==> src/hdl/tje_pkg.sv <==
`timescale 1ns / 1ps
// ----------------------------------------------------------------------------
// Tricorn Julia escape-time unit: package
// Widths, register indexes, reset values and sequencer control types.
// ----------------------------------------------------------------------------
package tje_pkg;

	localparam int DATA_W  = 32;
	localparam int OUT_W   = 18;
	localparam int ITER_W  = 16;
	localparam int IDX_W   = 2;

	localparam logic [IDX_W-1:0] REG_LAMBDA_REAL    = 2'd0;
	localparam logic [IDX_W-1:0] REG_LAMBDA_IMAG    = 2'd1;
	localparam logic [IDX_W-1:0] REG_MAX_ITERATIONS = 2'd2;

	localparam logic signed [DATA_W-1:0] LAMBDA_REAL_RST = -32'sd67108864;
	localparam logic signed [DATA_W-1:0] LAMBDA_IMAG_RST = 32'sd0;
	localparam logic [ITER_W-1:0]        MAX_ITER_RST    = 16'd100;

	typedef enum logic [2:0] {
		OP_RE_RE = 3'd0,
		OP_IM_IM = 3'd1,
		OP_LR_RE = 3'd2,
		OP_LI_IM = 3'd3,
		OP_LI_RE = 3'd4,
		OP_LR_IM = 3'd5,
		OP_RE_IM = 3'd6
	} op_sel_t;

	typedef enum logic [2:0] {
		ACC_HOLD       = 3'd0,
		ACC_LOAD_RE    = 3'd1,
		ACC_ADD_RE     = 3'd2,
		ACC_SUB_RE     = 3'd3,
		ACC_LOAD_IM    = 3'd4,
		ACC_SUB_IM     = 3'd5,
		ACC_SUB_IM_DBL = 3'd6
	} acc_op_t;

	typedef struct packed {
		logic    load;
		op_sel_t op_sel;
		acc_op_t acc_op;
		logic    save_rr;
		logic    commit;
	} ctl_t;

endpackage

==> src/hdl/tje_mult.sv <==
`timescale 1ns / 1ps
// ----------------------------------------------------------------------------
// Tricorn Julia escape-time unit: shared multiplier
// Signed 32x32 multiply with a registered 64-bit product.
// ----------------------------------------------------------------------------
module tje_mult (
	input  logic               clk,
	input  logic signed [31:0] a,
	input  logic signed [31:0] b,
	output logic signed [63:0] prod
);

	logic signed [63:0] prod_q;

	always_ff @(posedge clk) begin
		prod_q <= a * b;
	end

	assign prod = prod_q;

endmodule

==> src/hdl/tje_ctrl.sv <==
`timescale 1ns / 1ps
// ----------------------------------------------------------------------------
// Tricorn Julia escape-time unit: sequencer
// Steps the shared multiplier through each iteration, counts iterations and
// forms the escape value.
// ----------------------------------------------------------------------------
module tje_ctrl #(
	parameter int COUNT_BITS = 16
) (
	input  logic                     clk,
	input  logic                     arst_n,
	input  logic                     in_fire,
	input  logic [tje_pkg::ITER_W-1:0] max_iterations,
	input  logic                     escape,
	input  logic                     out_free,
	output logic                     busy,
	output tje_pkg::ctl_t            ctl,
	output logic                     fin,
	output logic [tje_pkg::OUT_W-1:0] result
);
	import tje_pkg::*;

	typedef enum logic [2:0] {
		S_IDLE   = 3'b001,
		S_RUN    = 3'b010,
		S_FINISH = 3'b100
	} state_t;

	localparam logic [32:0] CAP = (33'd1 << COUNT_BITS) - 33'd1;

	state_t                state_q;
	logic [2:0]            step_q;
	logic [COUNT_BITS-1:0] cnt_q;
	logic [COUNT_BITS-1:0] limit_q;
	logic [COUNT_BITS-1:0] limit_d;
	logic [32:0]           limit_wide;
	logic [COUNT_BITS:0]   cnt_dbl;
	logic [OUT_W-1:0]      res_q;
	logic                  hit_limit;
	logic                  hit_escape;

	assign limit_wide = 33'(max_iterations);
	assign limit_d    = (limit_wide > CAP) ? COUNT_BITS'(CAP) : COUNT_BITS'(limit_wide);
	assign cnt_dbl    = {cnt_q, 1'b0};

	assign hit_limit  = (state_q == S_RUN) && (step_q == 3'd0) && (cnt_q == limit_q);
	assign hit_escape = (state_q == S_RUN) && (step_q == 3'd2) && escape;

	always_comb begin
		ctl         = '0;
		ctl.load    = in_fire;
		ctl.op_sel  = OP_RE_RE;
		ctl.acc_op  = ACC_HOLD;
		if (state_q == S_RUN) begin
			unique case (step_q)
				3'd0: ctl.op_sel = OP_RE_RE;
				3'd1: begin
					ctl.op_sel  = OP_IM_IM;
					ctl.acc_op  = ACC_LOAD_RE;
					ctl.save_rr = 1'b1;
				end
				3'd2: begin
					ctl.op_sel = OP_LR_RE;
					ctl.acc_op = ACC_SUB_RE;
				end
				3'd3: begin
					ctl.op_sel = OP_LI_IM;
					ctl.acc_op = ACC_ADD_RE;
				end
				3'd4: begin
					ctl.op_sel = OP_LI_RE;
					ctl.acc_op = ACC_ADD_RE;
				end
				3'd5: begin
					ctl.op_sel = OP_LR_IM;
					ctl.acc_op = ACC_LOAD_IM;
				end
				3'd6: begin
					ctl.op_sel = OP_RE_IM;
					ctl.acc_op = ACC_SUB_IM;
				end
				3'd7: begin
					ctl.acc_op = ACC_SUB_IM_DBL;
					ctl.commit = 1'b1;
				end
				default: ctl.acc_op = ACC_HOLD;
			endcase
		end
	end

	always_ff @(posedge clk or negedge arst_n) begin
		if (!arst_n) begin
			state_q <= S_IDLE;
			step_q  <= '0;
			cnt_q   <= '0;
			limit_q <= '0;
		end else begin
			unique case (state_q)
				S_IDLE: begin
					if (in_fire) begin
						state_q <= S_RUN;
						step_q  <= '0;
						cnt_q   <= '0;
						limit_q <= limit_d;
					end
				end
				S_RUN: begin
					if (hit_limit || hit_escape) begin
						state_q <= S_FINISH;
					end else begin
						step_q <= step_q + 3'd1;
						if (ctl.commit) begin
							cnt_q <= cnt_q + COUNT_BITS'(1);
						end
					end
				end
				S_FINISH: begin
					if (out_free) begin
						state_q <= S_IDLE;
					end
				end
				default: state_q <= S_IDLE;
			endcase
		end
	end

	always_ff @(posedge clk) begin
		if (hit_limit) begin
			res_q <= '1;
		end else if (hit_escape) begin
			res_q <= OUT_W'(cnt_dbl);
		end
	end

	assign busy   = (state_q != S_IDLE);
	assign fin    = (state_q == S_FINISH) && out_free;
	assign result = res_q;

endmodule

==> src/hdl/tricorn_julia_escape_time_unit.sv <==
`timescale 1ns / 1ps
// Points are taken one at a time; each iteration is paced by the one shared
// 32x32 multiplier forming seven products per iteration.
// Reset: registers return to lambda = -1.0 + 0i and a limit of 100, idle.
// ----------------------------------------------------------------------------
// Tricorn Julia escape-time unit: top level
// Iterates z -> lambda*conj(z) + conj(z^2) on one shared multiplier and
// returns twice the escape count, or -1 for a bounded point.
// ----------------------------------------------------------------------------
module tricorn_julia_escape_time_unit #(
	parameter int FRAC_BITS  = 26,
	parameter int COUNT_BITS = 16
) (
	input  logic                              clk,
	input  logic                              arst_n,
	input  logic                              cfg_we,
	input  logic [tje_pkg::IDX_W-1:0]         cfg_index,
	input  logic [tje_pkg::DATA_W-1:0]        cfg_data,
	input  logic                              in_valid,
	output logic                              in_stall,
	input  logic signed [tje_pkg::DATA_W-1:0] start_real,
	input  logic signed [tje_pkg::DATA_W-1:0] start_imag,
	output logic                              out_valid,
	input  logic                              out_stall,
	output logic signed [tje_pkg::OUT_W-1:0]  escape_value
);
	import tje_pkg::*;

	localparam int ACC_W = (67 - FRAC_BITS > 33) ? (67 - FRAC_BITS) : 33;
	localparam logic [64:0] MAG_LIMIT = 65'd10 << FRAC_BITS;
	localparam logic signed [ACC_W-1:0] SAT_HI = {{(ACC_W-32){1'b0}}, 32'h7fffffff};
	localparam logic signed [ACC_W-1:0] SAT_LO = {{(ACC_W-32){1'b1}}, 32'h80000000};

	logic signed [DATA_W-1:0] lambda_real_q;
	logic signed [DATA_W-1:0] lambda_imag_q;
	logic [ITER_W-1:0]        max_iter_q;

	logic signed [DATA_W-1:0] re_q;
	logic signed [DATA_W-1:0] im_q;
	logic signed [63:0]       rr_q;
	logic signed [ACC_W-1:0]  acc_re_q;
	logic signed [ACC_W-1:0]  acc_im_q;
	logic signed [OUT_W-1:0]  escape_value_q;
	logic                     out_valid_q;

	logic                     in_fire;
	logic                     out_free;
	logic                     busy;
	logic                     fin;
	logic                     escape;
	logic [OUT_W-1:0]         result;
	ctl_t                     ctl;

	logic signed [DATA_W-1:0] op_a;
	logic signed [DATA_W-1:0] op_b;
	logic signed [63:0]       prod;
	logic signed [63:0]       sh_one;
	logic signed [63:0]       sh_dbl;
	logic signed [ACC_W-1:0]  term_one;
	logic signed [ACC_W-1:0]  term_dbl;
	logic signed [ACC_W-1:0]  base;
	logic signed [ACC_W-1:0]  addend;
	logic signed [ACC_W-1:0]  sum;
	logic                     neg;
	logic [64:0]              mag_sum;
	logic [64:0]              mag;

	function automatic logic signed [31:0] sat_word(input logic signed [ACC_W-1:0] x);
		logic signed [31:0] r;
		if (x > SAT_HI) begin
			r = 32'sh7fffffff;
		end else if (x < SAT_LO) begin
			r = 32'sh80000000;
		end else begin
			r = x[31:0];
		end
		return r;
	endfunction

	assign in_fire  = in_valid && !in_stall;
	assign out_free = !out_valid_q || !out_stall;
	assign in_stall = busy;

	always_ff @(posedge clk or negedge arst_n) begin
		if (!arst_n) begin
			lambda_real_q <= LAMBDA_REAL_RST;
			lambda_imag_q <= LAMBDA_IMAG_RST;
			max_iter_q    <= MAX_ITER_RST;
		end else if (cfg_we) begin
			unique case (cfg_index)
				REG_LAMBDA_REAL:    lambda_real_q <= cfg_data;
				REG_LAMBDA_IMAG:    lambda_imag_q <= cfg_data;
				REG_MAX_ITERATIONS: max_iter_q    <= cfg_data[ITER_W-1:0];
				default: ;
			endcase
		end
	end

	tje_ctrl #(
		.COUNT_BITS(COUNT_BITS)
	) u_ctrl (
		.clk           (clk),
		.arst_n        (arst_n),
		.in_fire       (in_fire),
		.max_iterations(max_iter_q),
		.escape        (escape),
		.out_free      (out_free),
		.busy          (busy),
		.ctl           (ctl),
		.fin           (fin),
		.result        (result)
	);

	always_comb begin
		unique case (ctl.op_sel)
			OP_RE_RE: begin op_a = re_q;          op_b = re_q; end
			OP_IM_IM: begin op_a = im_q;          op_b = im_q; end
			OP_LR_RE: begin op_a = lambda_real_q; op_b = re_q; end
			OP_LI_IM: begin op_a = lambda_imag_q; op_b = im_q; end
			OP_LI_RE: begin op_a = lambda_imag_q; op_b = re_q; end
			OP_LR_IM: begin op_a = lambda_real_q; op_b = im_q; end
			OP_RE_IM: begin op_a = re_q;          op_b = im_q; end
			default:  begin op_a = re_q;          op_b = im_q; end
		endcase
	end

	tje_mult u_mult (
		.clk (clk),
		.a   (op_a),
		.b   (op_b),
		.prod(prod)
	);

	assign sh_one   = prod >>> FRAC_BITS;
	assign sh_dbl   = prod >>> (FRAC_BITS - 1);
	assign term_one = ACC_W'(sh_one);
	assign term_dbl = ACC_W'(sh_dbl);

	// squares are never negative: sum them as unsigned
	assign mag_sum = {1'b0, rr_q} + {1'b0, prod};
	assign mag     = mag_sum >> FRAC_BITS;
	assign escape  = (mag >= MAG_LIMIT);

	always_comb begin
		base   = '0;
		addend = term_one;
		neg    = 1'b0;
		unique case (ctl.acc_op)
			ACC_HOLD:    ;
			ACC_LOAD_RE: ;
			ACC_ADD_RE:  base = acc_re_q;
			ACC_SUB_RE: begin
				base = acc_re_q;
				neg  = 1'b1;
			end
			ACC_LOAD_IM: ;
			ACC_SUB_IM: begin
				base = acc_im_q;
				neg  = 1'b1;
			end
			ACC_SUB_IM_DBL: begin
				base   = acc_im_q;
				addend = term_dbl;
				neg    = 1'b1;
			end
			default: ;
		endcase
		sum = neg ? (base - addend) : (base + addend);
	end

	always_ff @(posedge clk) begin
		if (ctl.load) begin
			re_q <= start_real;
			im_q <= start_imag;
		end else if (ctl.commit) begin
			re_q <= sat_word(acc_re_q);
			im_q <= sat_word(sum);
		end
		if (ctl.save_rr) begin
			rr_q <= prod;
		end
		if (ctl.acc_op == ACC_LOAD_RE || ctl.acc_op == ACC_ADD_RE ||
		    ctl.acc_op == ACC_SUB_RE) begin
			acc_re_q <= sum;
		end
		if (ctl.acc_op == ACC_LOAD_IM || ctl.acc_op == ACC_SUB_IM) begin
			acc_im_q <= sum;
		end
		if (fin) begin
			escape_value_q <= result;
		end
	end

	always_ff @(posedge clk or negedge arst_n) begin
		if (!arst_n) begin
			out_valid_q <= 1'b0;
		end else if (fin) begin
			out_valid_q <= 1'b1;
		end else if (!out_stall) begin
			out_valid_q <= 1'b0;
		end
	end

	assign out_valid    = out_valid_q;
	assign escape_value = escape_value_q;

endmodule

==> config.mk <==
export PLATFORM = sky130hd
export DESIGN_NAME = tricorn_julia_escape_time_unit
export DESIGN_NICKNAME = d
export VERILOG_FILES = /design/src/hdl/tje_pkg.sv /design/src/hdl/tje_mult.sv /design/src/hdl/tje_ctrl.sv /design/src/hdl/tricorn_julia_escape_time_unit.sv
export SDC_FILE = /design/constraint.sdc
export NUM_CORES = 2
export LEC_CHECK = 0
export ABC_AREA = 1
export BUFFER_PORTS_ARGS = -buffer_cell sky130_fd_sc_hd__buf_2
export CAP_MARGIN = 10
export CORE_MARGIN = 4
export CORE_UTILIZATION = 60
export CTS_BUF_LIST = sky130_fd_sc_hd__clkbuf_4 sky130_fd_sc_hd__clkbuf_8
export CTS_CLUSTER_SIZE = 12
export DETAILED_ROUTE_END_ITERATION = 16
export PLACE_DENSITY_LB_ADDON = 0.25
export SLEW_MARGIN = 0
export SYNTH_ARGS = -nofsm -noshare
export SYNTH_HDL_FRONTEND = slang
export SYNTH_HIERARCHICAL = 1
export SYNTH_SLANG_ARGS = --single-unit
==> constraint.sdc <==
create_clock -name clk -period 14.5 [get_ports clk]
set_input_delay 0.725 -clock clk [delete_from_list [all_inputs] [get_ports clk]]
set_output_delay 0.725 -clock clk [all_outputs]
set_load 0.03 [all_outputs]
After elaboration in Yosys (flattened, before gate mapping)
Cells that the tools add are included.
Storage, ports and cells
  flip-flop bits (word level): 429
  input bits: 103
  output and inout bits: 20
  logic and storage cells: 125
Operators by class
  $add $sub $neg: 5
  multipliers: 1
  order comparisons: 6
  equal/unequal tests: 31
  muxes and demuxes: 33
  reductions and logical operators: 33
Operators with widths (count)
  32-bit 2-to-1 mux: 9
  32-bit case mux with 3 select lines: 1
  41-bit by 32-bit > comparator with 1-bit output, second input constant: 2
  41-bit by 32-bit < comparator with 1-bit output, second input constant: 2
  41-bit case mux with 2 select lines: 1
  64-bit by 64-bit adder with 65-bit output: 1
  32-bit by 32-bit multiplier with 64-bit output: 1
  16-bit 2-to-1 mux: 4
  41-bit by 39-bit adder with 41-bit output: 1
  41-bit 2-to-1 mux: 1
  41-bit by 39-bit subtractor with 41-bit output: 1
  39-bit by 30-bit >= comparator with 1-bit output, second input constant: 1
  38-bit 2-to-1 mux: 1
  3-bit case mux with 6 select lines: 2
  16-bit case mux with 2 select lines: 1
  3-bit == test, second input constant: 10
  3-bit by 2-bit == test with 1-bit output, second input constant: 7
  16-bit by 1-bit adder with 16-bit output, second input constant: 1
  16-bit == test: 1
  16-bit > comparator, second input constant: 1
  3-bit 2-to-1 mux: 5
  3-bit by 1-bit == test with 1-bit output, second input constant: 4
  2-bit OR reduction: 5
  3-bit case mux with 3 select lines: 1
  other kinds (19): 45

Depth between registers and ports, before layout
  word-level depth: 14
  depth in mapped cells: 45
  mapped depth without buffers: 43

By module
Netlist, hierarchy kept.
By module, submodules not included
  tje_mult: instances 1, cells each 5210, area each 40677.8 um^2
  tricorn_julia_escape_time_unit: instances 1, cells each 2653, area each 20840.0 um^2
  tje_ctrl: instances 1, cells each 408, area each 2952.8 um^2

Worst setup path before layout
OpenSTA, ideal clock, no wires.
  path kind: reg2reg
  start: register u_ctrl.state_q[2]
  end: register u_mult.prod_q[57] (netlist: u_mult/prod[57])
  setup time: 113 ps
  arrival time: 8589 ps
  data required time: 14387 ps
  slack: 5799 ps
  cell stages (with the launch flop): 38
  clock period less this slack: 8701 ps
  cell sequence: dfrtp_1 > inv_1 > nand3_4 > inv_1 > clkbuf_1 > nand2_1 > inv_1 > inv_1 > o21ai_0 > clkbuf_1 > mux2_2 > clkbuf_1 > nand2_1 > inv_1 > fa_1 > inv_1 > fa_1 > inv_1 > [... 2 more ...] > inv_1 > fa_1 > inv_1 > fa_1 > inv_1 > fa_1 > inv_1 > fa_1 > ha_1 > a21oi_1 > nor2_1 > nor2_1 > nor2_1 > or2_2 > nor2_1 > nand3_1 > nand2_1 > nand2_1
RTL lines
  from (decl): RTL line tje_ctrl.sv:31  | state_t state_q;
  from (signal assigned): RTL line tje_ctrl.sv:93  | state_q <= S_IDLE;
  from (signal assigned): RTL line tje_ctrl.sv:101  | state_q <= S_RUN;
  from (signal assigned): RTL line tje_ctrl.sv:109  | state_q <= S_FINISH;
  to (signal assigned): RTL line tje_mult.sv:16  | prod_q <= a * b;
  to (decl): RTL line tje_mult.sv:13  | logic signed [63:0] prod_q;

==> results.yml <==
place:
  gp_congestion: 1.02
  buffers_on_ports: 122
  placement.setup.worst_slack_ns: 3.43
  hpwl_um: 153000
setup_path:
  critical-path-top-delay-family: "adder cells"
  reg2regPathDepth: 38
  crit_slowest_cell: "fa_1"
  timing.critical_path.required_ns: 15.07
  timing.critical_path.buf_inv: 14
  path_common_cell: "inv_1"
  critical_path_cell_count: 38
  worst-setup-path-type: "reg2reg"
  worstSetupEndpointType: "flip-flop"
  crit_path_max_incr_delay_ns: 0.79
  timing.critical_path.arrival_ns: 11.80
  startpoint_type: "flip-flop"
  worstPathMaxFanout: 33
floorplan:
  floorplan_row_count: 119
  chipHeight_um: 336
  die-width_um: 336
  start_util: 0.608
  ioPinCount: 123
  coreArea_um2: 106000
  die_area_um2: 113000
cells_and_area:
  areaGrowthSynthToFinish_pct: 5.43
  final_layout_size_suffix_gt1_frac: 0.0704
  finalNetCount: 9747
  layout_commonest_cell: "nand2_1"
  layout_common_cells: "nand2_1 (2312), inv_1 (2161), fa_1 (1083)"
  nFillCells: 9284
sta:
  finalHoldWorstSlack_ns: 0.138
  slew_violations: 0
  fmaxAchievable_mhz: 89.1
  setup_ws_ns: 3.28
  final_setup_viols: 0
  rel_slew_slack: 0.224
  worst_slew_pin_slew_ns: 1.16
  final.setup_skew_ns: 0.0676
  grt_setup_unrepaired: "false"
  report.final.hold_viol_count: 0
  period_minus_slack_ns: 11.22
  totalNegativeSetupSlack_ns: 0
  layout_worst_path_cycle_share: 0.774
clocking:
  cts-hold-fix-buffers: 0
  clock_tree_from_tritoncts: "yes"
  post-cts-setup-buffers: 0
  htree_levels: 3
  insertion_delay_ns: 0.71
  cts_made_buffers: 72
  cts.sinks: 428
  path_clk_slew_ns: 0.07
  post_cts_resized: 0
  cts-root-buf: "clkbuf_8"
  clk_path_buf_depth: 3
detailed_routing:
  wl_um: 191000
  drt-initial-drc-count: 4345
  drt-pass1-iter-count: 6
  detail_route.drc_violations: 0
  ant_nets: 0
  avgViaCountPerCell: 5.42
  avgRoutedWirePerCell_um: 19.6
  route.vias.total: 52700
logic_synthesis:
  syn_nets: 9750
  synth.top_cell.area_share: 0.336
  synthDistinctLibCells: 66
  synth_area_leader_cell: "fa_1"
  async_reset_ff_frac: 0.278
  dominantRegCellSynth: "edfxtp_1"
  yosysWarningCount: 6
  gate_count_post_synth: 8271
  synth_edf_count: 228
  netlist_top_cells_area: "fa_1 (34%), nand2_1 (13%), inv_1 (13%)"
  synth.cell_area_um2: 64500
  postSynthRegisterBits: 428
  syn_area_per_cell_um2: 7.79
  synth_seq_area_share: 0.178
grt:
  first_pass_grt_wire_length_um: 303000
  antenna_violations_before_repair: 4
  grt_start_max_net_pins: 85
  grt-ovfl-total: 0
  groute.usage.overall: 0.346
  first_global_vias: 54400
status:
  run_status: "completed"
hold_path:
  worst_hold_path_type: "in2async"
job:
  timing.max_cap.violations: 0
## stage by stage
step                      std cells  instance area, um2   util
final                          9718               68000  0.641
after global routing           9714               68000  0.641
after CTS                      9714               68000  0.641
after detailed placement       9585               66400  0.626
after global placement         9585               66400  0.626
after floorplan                8271               64500      -
## flip-flops by register name (all words and copies together) (netlist names)
name            cells
im_q               32
re_q               32
u_ctrl/step_q       3
lambda_imag_q      32
acc_im_q           41
u_ctrl/result      17
u_ctrl/state_q      3
max_iter_q         16
escape_value       18
u_mult/prod        64
lambda_real_q      32
u_ctrl/limit_q     16
acc_re_q           41
out_valid           1
u_ctrl/cnt_q       16
rr_q               64
## area by class of cell
class                      instances  area (um2)  area share
tap                             1391        1740      0.0256
timing repair buffer             202        1210      0.0179
sequential                       428       11500       0.169
clock inverter                    28         319     0.00469
inverter                        2171        8150       0.120
antenna                            4        10.0    0.000147
multi-input combinational       5393       43800       0.645
clock buffer                     101        1240      0.0182
## cells in the mapped netlist, types with 8 or more instances
| cell type | n |
|---|---|
| nor4_1 | 17 |
| o21bai_1 | 22 |
| a31oi_1 | 12 |
| a21o_1 | 17 |
| o21ai_2 | 14 |
| a21boi_0 | 8 |
| nor2_4 | 9 |
| ha_1 | 293 |
| nand3b_1 | 8 |
| nor2_2 | 30 |
| dfstp_2 | 10 |
| o21ai_0 | 212 |
| nor3_1 | 30 |
| fa_1 | 1083 |
| nand3_2 | 11 |
| nand2_2 | 64 |
| edfxtp_1 | 228 |
| mux2_2 | 25 |
| clkbuf_1 | 256 |
| nand3_1 | 187 |
| nor2_1 | 449 |
| nand4_1 | 63 |
| dfxtp_1 | 81 |
| xnor2_1 | 29 |
| xor2_1 | 86 |
| a21oi_2 | 37 |
| a22o_1 | 29 |
| o211ai_1 | 16 |
| inv_1 | 2161 |
| dfrtp_1 | 109 |
| nand2_1 | 2314 |
| o21ai_1 | 23 |
| o2111ai_1 | 9 |
| or2_2 | 11 |
| a21oi_1 | 242 |
| buf_6 | 11 |
## worst register-to-register path: cells and delay by family, from the launching register on
family                   cells  cell delay [ns]
adder cells (fa/ha/maj)      9             4.89
AND/OR/NAND/NOR             15             2.66
flip-flops                   1             0.57
buffers and inverters       14             2.98
## cell families after synthesis
kind of cell	Yosys count	synth area share
AOI/OAI and AO/OA	665	0.0609
and+or+nand+nor	3212	0.203
adders and majority gates	1376	0.393
xor gates and xnor gates	115	0.0156
DFF	428	0.178
buffers and inverters	2450	0.145
muxes	25	0.00437
## metal layers
metal  global-route usage  wire length (um)  vias up
li1                     -                 -    24200
met1                0.471             77900    25800
met2                0.555             87500     2251
met3               0.0641             16600      425
met4                0.136              8710        2
met5                    0                10        -
## final timing paths
kind,endpoint,from,slack [ns]
min in group clk,lambda_real_q[27],cfg_data[27],0.28
max,u_mult/prod[56],u_ctrl/state_q[0],3.28
max in group asynchronous,lambda_real_q[22],arst_n,12.95
min reg2reg,rr_q[18],u_mult/prod[18],0.42
min,u_ctrl/cnt_q[11],arst_n,0.14
max reg2reg,u_mult/prod[56],u_ctrl/state_q[0],3.28
Power is left out: the tool's default activity adds up to more than one toggle a clock period on the data nets, which glitch-free logic cannot reach.
